--- config.mk ---
export PLATFORM = sky130hd
export DESIGN_NAME = base64_encoder_loadable_alphabet_top
export DESIGN_NICKNAME = d
export VERILOG_FILES = /design/src/rtl/b64e_pkg.sv /design/src/rtl/base64_encoder_loadable_alphabet_top.sv /design/src/rtl/b64e_front.sv /design/src/rtl/b64e_fifo.sv /design/src/rtl/b64e_back.sv
export SDC_FILE = /design/constraint.sdc
export NUM_CORES = 1
export LEC_CHECK = 0
export ABC_CLOCK_PERIOD_IN_PS = 3700
export BUFFER_PORTS_ARGS = -buffer_cell sky130_fd_sc_hd__buf_2
export CORE_ASPECT_RATIO = 1.25
export CORE_UTILIZATION = 55
export DETAILED_ROUTE_END_ITERATION = 10
export PLACE_DENSITY = 0.72
export SYNTH_ARGS = -nofsm -noshare
export SYNTH_HDL_FRONTEND = slang
export SYNTH_HIERARCHICAL = 1
export SYNTH_SLANG_ARGS = --single-unit
--- constraint.sdc ---
create_clock -name clk -period 3.7 [get_ports clk]
set_clock_uncertainty 0.05 [all_clocks]
set_input_delay 0.74 -clock clk [delete_from_list [all_inputs] [get_ports clk]]
set_output_delay 0.74 -clock clk [all_outputs]
set_load 0.01 [all_outputs]
--- src/rtl/b64e_pkg.sv ---
`timescale 1ns / 1ps
`default_nettype none
// ----------------------------------------------------------------------------
// Base64 encoder package
// Shared constants and the group record passed from the byte front end to
// the character back end.
// ----------------------------------------------------------------------------
package b64e_pkg;

	// Alphabet storage: eight 64-bit words, eight characters per word.
	localparam int ALPHA_WORDS   = 8;
	localparam int ALPHA_WORD_W  = 64;
	localparam int CFG_INDEX_W   = $clog2(ALPHA_WORDS);
	localparam int CHAR_W        = 8;
	localparam int SEXTET_W      = 6;
	localparam int GROUP_W       = 24;

	// Pad character '='.
	localparam logic [CHAR_W-1:0] PAD_CHAR = 8'h3D;

	// Number of bytes held before the current one.
	localparam logic [1:0] PHASE_NONE = 2'd0;
	localparam logic [1:0] PHASE_ONE  = 2'd1;
	localparam logic [1:0] PHASE_TWO  = 2'd2;

	// Character positions within one group.
	localparam logic [1:0] POS_THIRD = 2'd2;
	localparam logic [1:0] POS_LAST  = 2'd3;

	// Group queue depth (power of two).
	localparam int FIFO_DEPTH = 2;
	localparam int FIFO_AW    = $clog2(FIFO_DEPTH);

	typedef logic [ALPHA_WORDS-1:0][ALPHA_WORD_W-1:0] alpha_t;

	// One group of up to three bytes ready to be turned into characters.
	typedef struct packed {
		logic [GROUP_W-1:0] triple;  // zero-filled 24-bit group
		logic [1:0]         phase;   // bytes held before the closing byte
		logic               last;    // group closes the message
	} grp_t;

endpackage
`default_nettype wire

--- src/rtl/base64_encoder_loadable_alphabet_top.sv ---
`timescale 1ns / 1ps
`default_nettype none
// A byte that completes a group (or carries in_last) is written into the group
// queue; the back end then loads its first character into the result register.
// One character per cycle leaves the back end's single result register while
// each character is popped as it appears; input bytes that only fill a group
// are taken every cycle while the group queue has room.
// Reset: arst_n clears the queue, group state and all alphabet words to zero.
// ----------------------------------------------------------------------------
// Base64 encoder with loadable alphabet
// Byte stream in, Base64 characters out, with a 64-entry alphabet written
// through a simple configuration port.
// ----------------------------------------------------------------------------
module base64_encoder_loadable_alphabet_top (
	input  wire                                 clk,
	input  wire                                 arst_n,
	// Byte input queue side: a transaction moves one byte.
	input  wire                                 push,
	output logic                                full,
	input  wire  [7:0]                          data_byte,
	input  wire                                 in_last,
	// Character output queue side: a transaction moves one character.
	output logic                                empty,
	input  wire                                 pop,
	output logic [7:0]                          char_code,
	output logic                                out_last,
	// Alphabet configuration writes.
	input  wire                                 cfg_we,
	input  wire  [b64e_pkg::CFG_INDEX_W-1:0]    cfg_index,
	input  wire  [b64e_pkg::ALPHA_WORD_W-1:0]   cfg_data
);

	// The alphabet lives here as eight words. Character k sits in word k/8,
	// byte k%8, so a 6-bit index splits straight into word and byte selects.
	b64e_pkg::alpha_t alpha_q;

	// Group records travel from the front end to the back end through a
	// short queue, so that bytes keep flowing while characters drain.
	b64e_pkg::grp_t   q_wdata;
	b64e_pkg::grp_t   q_rdata;
	logic             q_wr;
	logic             q_rd;
	logic             q_full;
	logic             q_nonempty;

	always_ff @(posedge clk or negedge arst_n) begin
		if (!arst_n) begin
			alpha_q <= '0;
		end else if (cfg_we) begin
			alpha_q[cfg_index] <= cfg_data;
		end
	end

	// The front end holds up to two bytes and closes a group on the third
	// byte or on the final byte of the message.
	b64e_front u_front (
		.clk       (clk),
		.arst_n    (arst_n),
		.push      (push),
		.data_byte (data_byte),
		.in_last   (in_last),
		.q_full    (q_full),
		.full      (full),
		.q_wr      (q_wr),
		.q_wdata   (q_wdata)
	);

	b64e_fifo u_fifo (
		.clk      (clk),
		.arst_n   (arst_n),
		.wr       (q_wr),
		.wdata    (q_wdata),
		.rd       (q_rd),
		.rdata    (q_rdata),
		.full     (q_full),
		.nonempty (q_nonempty)
	);

	// The back end walks the four character positions of the head group and
	// retires it after the fourth; padding replaces missing positions.
	b64e_back u_back (
		.clk        (clk),
		.arst_n     (arst_n),
		.head       (q_rdata),
		.head_valid (q_nonempty),
		.head_rd    (q_rd),
		.alpha      (alpha_q),
		.pop        (pop),
		.empty      (empty),
		.char_code  (char_code),
		.out_last   (out_last)
	);

endmodule
`default_nettype wire

--- src/rtl/b64e_front.sv ---
`timescale 1ns / 1ps
`default_nettype none
// ----------------------------------------------------------------------------
// Base64 encoder front end
// Accepts bytes, collects them into groups of three and emits one group
// record when a group completes or the message ends.
// ----------------------------------------------------------------------------
module b64e_front (
	input  wire                 clk,
	input  wire                 arst_n,
	input  wire                 push,
	input  wire  [7:0]          data_byte,
	input  wire                 in_last,
	input  wire                 q_full,
	output logic                full,
	output logic                q_wr,
	output b64e_pkg::grp_t      q_wdata
);

	logic [1:0]  phase_q;
	logic [15:0] held_q;
	logic [1:0]  phase_eff;
	logic        accept;
	logic        close_grp;

	assign full      = q_full;
	assign accept    = push && !q_full;
	// A phase of three never occurs; it is handled as an empty group.
	assign phase_eff = (phase_q == 2'd3) ? b64e_pkg::PHASE_NONE : phase_q;
	assign close_grp = in_last || (phase_eff == b64e_pkg::PHASE_TWO);
	assign q_wr      = accept && close_grp;

	always_comb begin
		q_wdata.phase = phase_eff;
		q_wdata.last  = in_last;
		unique case (phase_eff)
			b64e_pkg::PHASE_NONE: q_wdata.triple = {data_byte, 16'h0000};
			b64e_pkg::PHASE_ONE:  q_wdata.triple = {held_q[7:0], data_byte, 8'h00};
			default:              q_wdata.triple = {held_q, data_byte};
		endcase
	end

	always_ff @(posedge clk or negedge arst_n) begin
		if (!arst_n) begin
			phase_q <= b64e_pkg::PHASE_NONE;
			held_q  <= 16'h0000;
		end else if (accept) begin
			if (close_grp) begin
				phase_q <= b64e_pkg::PHASE_NONE;
				held_q  <= 16'h0000;
			end else begin
				phase_q <= phase_eff + 2'd1;
				held_q  <= {held_q[7:0], data_byte};
			end
		end
	end

endmodule
`default_nettype wire

--- src/rtl/b64e_fifo.sv ---
`timescale 1ns / 1ps
`default_nettype none
// ----------------------------------------------------------------------------
// Base64 encoder group queue
// Short first-in first-out queue of group records between front and back.
// ----------------------------------------------------------------------------
module b64e_fifo (
	input  wire                 clk,
	input  wire                 arst_n,
	input  wire                 wr,
	input  b64e_pkg::grp_t      wdata,
	input  wire                 rd,
	output b64e_pkg::grp_t      rdata,
	output logic                full,
	output logic                nonempty
);

	b64e_pkg::grp_t                 mem_q [b64e_pkg::FIFO_DEPTH];
	logic [b64e_pkg::FIFO_AW-1:0]   wptr_q;
	logic [b64e_pkg::FIFO_AW-1:0]   rptr_q;
	logic [b64e_pkg::FIFO_AW:0]     count_q;
	logic                           do_wr;
	logic                           do_rd;

	assign full     = (count_q == (b64e_pkg::FIFO_AW+1)'(b64e_pkg::FIFO_DEPTH));
	assign nonempty = (count_q != '0);
	assign do_wr    = wr && !full;
	assign do_rd    = rd && nonempty;
	assign rdata    = mem_q[rptr_q];

	always_ff @(posedge clk) begin
		if (do_wr) begin
			mem_q[wptr_q] <= wdata;
		end
	end

	always_ff @(posedge clk or negedge arst_n) begin
		if (!arst_n) begin
			wptr_q  <= '0;
			rptr_q  <= '0;
			count_q <= '0;
		end else begin
			if (do_wr) begin
				wptr_q <= wptr_q + 1'b1;
			end
			if (do_rd) begin
				rptr_q <= rptr_q + 1'b1;
			end
			unique case ({do_wr, do_rd})
				2'b10:   count_q <= count_q + 1'b1;
				2'b01:   count_q <= count_q - 1'b1;
				default: count_q <= count_q;
			endcase
		end
	end

endmodule
`default_nettype wire

--- src/rtl/b64e_back.sv ---
`timescale 1ns / 1ps
`default_nettype none
// ----------------------------------------------------------------------------
// Base64 encoder back end
// Turns the queue head group into four characters (alphabet or pad), one
// per cycle while results are taken, into a registered result stage.
// ----------------------------------------------------------------------------
module b64e_back (
	input  wire                         clk,
	input  wire                         arst_n,
	input  b64e_pkg::grp_t              head,
	input  wire                         head_valid,
	output logic                        head_rd,
	input  b64e_pkg::alpha_t            alpha,
	input  wire                         pop,
	output logic                        empty,
	output logic [b64e_pkg::CHAR_W-1:0] char_code,
	output logic                        out_last
);

	logic [1:0]                       pos_q;
	logic                             valid_q;
	logic [b64e_pkg::CHAR_W-1:0]      char_q;
	logic                             last_q;
	logic                             load;
	logic [b64e_pkg::SEXTET_W-1:0]    sextet;
	logic [b64e_pkg::CHAR_W-1:0]      alpha_char;
	logic                             is_pad;
	logic [b64e_pkg::CHAR_W-1:0]      next_char;

	assign load    = head_valid && (!valid_q || pop);
	assign head_rd = load && (pos_q == b64e_pkg::POS_LAST);

	// Sextet for this position, most significant first.
	always_comb begin
		unique case (pos_q)
			2'd0:    sextet = head.triple[23:18];
			2'd1:    sextet = head.triple[17:12];
			2'd2:    sextet = head.triple[11:6];
			default: sextet = head.triple[5:0];
		endcase
	end

	assign alpha_char = alpha[sextet[5:3]][{sextet[2:0], 3'b000} +: b64e_pkg::CHAR_W];

	// Short groups end in padding: one byte pads two places, two bytes pad one.
	always_comb begin
		is_pad = 1'b0;
		if (pos_q == b64e_pkg::POS_THIRD) begin
			is_pad = (head.phase == b64e_pkg::PHASE_NONE);
		end else if (pos_q == b64e_pkg::POS_LAST) begin
			is_pad = (head.phase != b64e_pkg::PHASE_TWO);
		end
	end

	assign next_char = is_pad ? b64e_pkg::PAD_CHAR : alpha_char;

	always_ff @(posedge clk) begin
		if (load) begin
			char_q <= next_char;
			last_q <= (pos_q == b64e_pkg::POS_LAST) && head.last;
		end
	end

	always_ff @(posedge clk or negedge arst_n) begin
		if (!arst_n) begin
			pos_q   <= 2'd0;
			valid_q <= 1'b0;
		end else begin
			if (load) begin
				pos_q   <= pos_q + 2'd1;
				valid_q <= 1'b1;
			end else if (pop) begin
				valid_q <= 1'b0;
			end
		end
	end

	assign empty     = !valid_q;
	assign char_code = char_q;
	assign out_last  = last_q;

endmodule
`default_nettype wire

### After elaboration in Yosys (flattened, before gate mapping)

Memory sizes are Yosys's and may differ from the RTL's.
Cells that the tools add are included.
Widths: inputs -> output; s select.

* add/subtract/negate cells: 6
* $lt $le $gt $ge: 3
* eq/ne operators: 10
* shift operators: 1
* multiplexer cells: 17
* reductions and logical operators: 18

Operators with widths (count)
* $bwmux 512: 1
* $bmux 64 s3: 1
* $demux 64 s3: 1
* $mux 64: 2
* $shiftx 64x7->8: 1
* $pmux 24 s2: 1
* $pmux 6 s3: 1
* $mux 16: 1
* $eq 2x2->1 const B: 6
* $logic_and 1x1->1: 8
* $lt 3x4->1 const B: 2
* $add 2x1->2 const B: 3
* $eq 2x1->1 const B: 3
* $logic_not 2->1: 3
* $mux 1: 6
* $reduce_bool 2->1: 3
* $mux 2: 2
* $pmux 2 s2: 1
* $ge 3x1->1 const B: 1
* $add 1x1->1 const B: 2
* $logic_not 1->1: 2
* $logic_or 1x1->1: 2
* $ne 2x2->1 const B: 1
* $sub 2x1->2 const B: 1

* bits in registers: 546
* RAM bits: 54
* input port bits: 81
* output and inout port bits: 11
* logic and storage cells: 73
* memories kept: 1

Memory list
* u_fifo.mem_q: words 2, width 27, rd ports 1, clocked after memory_dff 0, write ports 1, line b64e_fifo.sv:18 `b64e_pkg::grp_t mem_q [b64e_pkg::FIFO_DEPTH];`

### Depth between registers and ports, before layout

* word-level depth: 8
* mapped depth: 15
* gate-level depth less buffers: 9

### Cells and area by module

Netlist, hierarchy kept.

Modules (own cells, without submodules)
* base64_encoder_loadable_alphabet_top: times used 1, cells each 1087, area an instance 19177.1 um2, sequential area each 12812.3 um2
* b64e_back: times used 1, cells each 660, area an instance 5335.1 um2, sequential area each 345.3 um2
* b64e_fifo: times used 1, cells each 102, area an instance 2158.3 um2, sequential area each 1721.7 um2
* b64e_front: times used 1, cells each 111, area an instance 1037.2 um2, sequential area each 450.4 um2

### Least setup slack after synthesis

OpenSTA, ideal clock, no wires.

* kind: reg2reg
* from: reg u_fifo.rptr_q
* to: reg u_back.char_q (netlist bit u_back/char_code[3]), data pin
* setup time: 268 ps
* data arrival time: 3222 ps
* data required time: 3382 ps
* slack: 160 ps
* cell stages (with the launch flop): 12
* buffers on the path: 3
* clock period less this slack: 3540 ps
* path through: dfrtp_1 > buf_6 > buf_6 > mux2_2 > a222oi_1 > a21o_4 > buf_12 > mux4_1 > a22o_1 > a211o_1 > o22ai_1 > a311oi_1

RTL lines
* from (decl): line b64e_fifo.sv:20 `logic [b64e_pkg::FIFO_AW-1:0] rptr_q;`
* from (signal assigned): line b64e_fifo.sv:47 `rptr_q <= rptr_q + 1'b1;`
* to (signal assigned): line b64e_back.sv:60 `char_q <= next_char;`
* to (decl): line b64e_back.sv:23 `logic [b64e_pkg::CHAR_W-1:0] char_q;`

==> impl_results.md <==
- Outcome: finished clean
- Crit end category: flop
- Seq/Total Area, Yosys: 55.3%
- DRC viols: 0
- Setup WS pre-CTS: 0.00121 ns
- Max Root-Sink Buffers: 3
- Root Buffer: clkbuf_16
- Final cell count without fillers: 2,762
- DR iter-0 viols: 1,260
- Final worst-path cycle share: 97.4%
- Num rows: 91
- WS Path Type: flop to flop
- Post-synth top area cell: dfrtp_1
- Number of distinct library cells after synthesis: 61
- Synth Instances: 1,960
- Final setup TNS: 0 ns
- Max Cap Violations: 0
- CORE AREA: 49,500 µm²
- Gate power share: 45.9%
- Sequential power share: 33.1%
- Sw Share: 38.4%
- Crit path launch type: flop
- Total global routing overflow: 0
- Worst Tran Pin Value: 1.00 ns
- CP startpoint: u_fifo/rptr_q
- Most common cell after layout, fill and taps aside: dfrtp_1
- Dpl hpwl: 45.0 mm
- Data required time of the critical path: 3.99 ns
- Initial antenna violation count: 11
- Clk slew on worst S/H paths: 0.06 ns
- Htree depth: 2
- Relative slew slack: 33.1%
- CTS sink cnt: 600
- Cell area after layout: 30,800 µm²
- DR vias/cell: 6.30
- Leak Pwr: 13.2 nW
- Fmax: 0.277 GHz
- Net count after synthesis: 2,049
- TritonCTS clock tree: yes
- WP data arrival: 3.89 ns
- Die Area: 51,300 µm²
- Port buffer count: 91
- Fillcell total: 3,746
- CP max FO: 33
- Main flop type after synthesis: dfrtp_1
- Post-synth top area share: 48.5%
- Main area contributors after synthesis: dfrtp_1 48%, mux2_2 15%, mux2_1 7.5%
- Starting Density: 55.9%
- Post-synthesis area per instance: 14.1 µm²
- Global-route wire length before repair: 110 mm
- Area growth syn-to-layout: 11.2%
- Most frequent cells in the layout: 537 x dfrtp_1, 360 x mux2_2, 214 x nand2_1
- Initial DRT Pass Iterations: 6
- Async SR Flop Fraction: 89.5%
- DIE WIDTH: 203 µm
- Fin. max-slew vios: 0
- Drt total wl: 70.2 mm
- Clock share of power: 21.0%
- HP Class: input pin to asynchronous set/reset pin
- Worst R2R Start: u_fifo/rptr_q
- Nets: 2,154
- All-layer global routing usage: 28.2%
- Number of buffers created by CTS: 57
- Sw Pwr: 10.6 mW
- Mapped cell area: 27,700 µm²
- Top-level port count: 92
- Seq cells post-synth: 600
- Latest clock arrival within the worst-skew pair: 0.63 ns
- Vias in the first global route: 18,400
- Post-synth EDFFs: 63
- RePlAce Congestion: 0.858
- Antenna Violating Nets Remaining: 0
- Final Hold Fails: 0
- Maximum vdd drop: 0.746 mV
- Total number of vias: 17,400
- Internal: 17.0 mW
- Post-DP Area: 28,900 µm²
- Final setup fails: 0
- Fraction of layout cells with a size suffix above 1: 32.2%
- PD cells: 898 nW/µm²
- RSZ-0062 raised after global routing: no
- Hold_buf cts: 0
- Largest net degree at the start of global routing: 80
- Wire per inst: 25.4 µm
- Synth warn: 6
- Post-route minimum period: 3.60 ns
- PnR worst setup slack: 0.0956 ns
- Placed cell count: 2,654
- Final Util: 62.2%
- Die Ht: 253 µm
==> cell families (layout without fill, tap and decap cells) <==
family,after synthesis,in the layout,synth area share [%]
compound gates,231,231,5.83
xor+xnor,6,6,0.190
fa+ha+maj,8,8,0.361
buf+inv,143,292,3.84
flops,600,600,55.3
mux,650,650,29.2
other cells,0,2,0
simple gates,322,322,5.22
==> sequential cells by signal (all words and copies together), names as in the netlist <==
name and flops:
u_front/phase_q 2, u_fifo/rptr_q 1, u_back/char_code 8, u_back/out_last 1
u_front/held_q 16, u_fifo/mem_q 54, alpha_q 512, u_fifo/count_q 2
u_fifo/wptr_q 1, u_back/valid_q 1, u_back/pos_q 2
==> final timing paths <==
| path | endpoint | slack [ns] | depth (start not counted) |
|---|---|---|---|
| setup / recovery | u_back/char_code[0] | 0.1 | 7 |
| hold / removal | alpha_q[378] | 0.08 | 1 |
| setup reg to reg | u_back/char_code[0] | 0.1 | 7 |
| hold reg to reg | alpha_q[88] | 0.43 | 1 |
| max in group asynchronous | alpha_q[29] | 2.60 | 2 |
| min in group clk | u_fifo/mem_q[1][0] | 0.33 | 1 |
==> worst max-delay path, stage by stage, from the launching register on <==
cell      delay, ns
dfrtp_1        0.46
mux2_2         0.38
a222oi_1       0.46
a21o_4         0.31
buf_12         0.31
mux4_2         0.54
a22oi_1        0.58
a311oi_1       0.21
==> metal layers <==
layer	track usage, %	vias up	part of all wire (%)
li1	-	7493	-
met1	36.7	9096	40
met2	45.6	619	48
met3	5.20	171	6.2
met4	13.8	8	5.3
met5	0	-	0.074
==> layout make-up <==
type | count | area [µm²] | share of cell area [%]
well taps | 651 | 815 | 2.64
inverters | 13 | 48.8 | 0.158
clock buffers | 83 | 1660 | 5.38
diodes | 2 | 5.00 | 0.0162
flip-flops and latches | 600 | 15300 | 49.8
repair buffers | 176 | 1370 | 4.44
multi-input cells | 1217 | 11400 | 37.0
clock inverters | 20 | 176 | 0.573
==> power by group through the flow <==
stage	logic, mW	clock network, mW	registers, mW
after floorplan	8.44	0	8.95
after global routing	13.4	6.15	9.34
after CTS	12.5	5.90	9.16
after detailed placement	12.4	0	9.27
after global placement	12.2	0	9.17
final	12.7	5.80	9.16
==> Yosys cell counts, types with 10 or more instances <==
cell type / instances
a211oi_1: 10
a21oi_1: 58
a22o_1: 25
a22oi_1: 32
a32oi_1: 17
and2_1: 17
buf_2: 36
buf_6: 18
buf_8: 18
clkbuf_1: 39
dfrtp_1: 537
edfxtp_1: 63
inv_1: 12
mux2_1: 185
mux2_2: 360
mux2i_1: 39
mux4_1: 23
mux4_2: 43
nand2_1: 214
nand3_1: 27
nand4_1: 18
nor2_1: 18
o21ai_0: 24
o22ai_1: 11
==> through the flow <==
| step | hold WS [ns] | power (mW) |
|---|---|---|
| finish | 0.0805 | 27.7 |
| global route | 0.117 | 28.9 |
| CTS | 0.0898 | 27.6 |
| detailed placement | 0.419 | 21.7 |
| global placement | 0.410 | 21.4 |
| floorplan | 0.394 | 17.4 |
==> what timing repair did <==
action	CTS	global route
resized for setup	1	0
pin swaps	0	1
endpoints found under the setup margin	1	3
buffers inserted	0	3
cloned	0	0
Power figures use the tool's default switching activity.
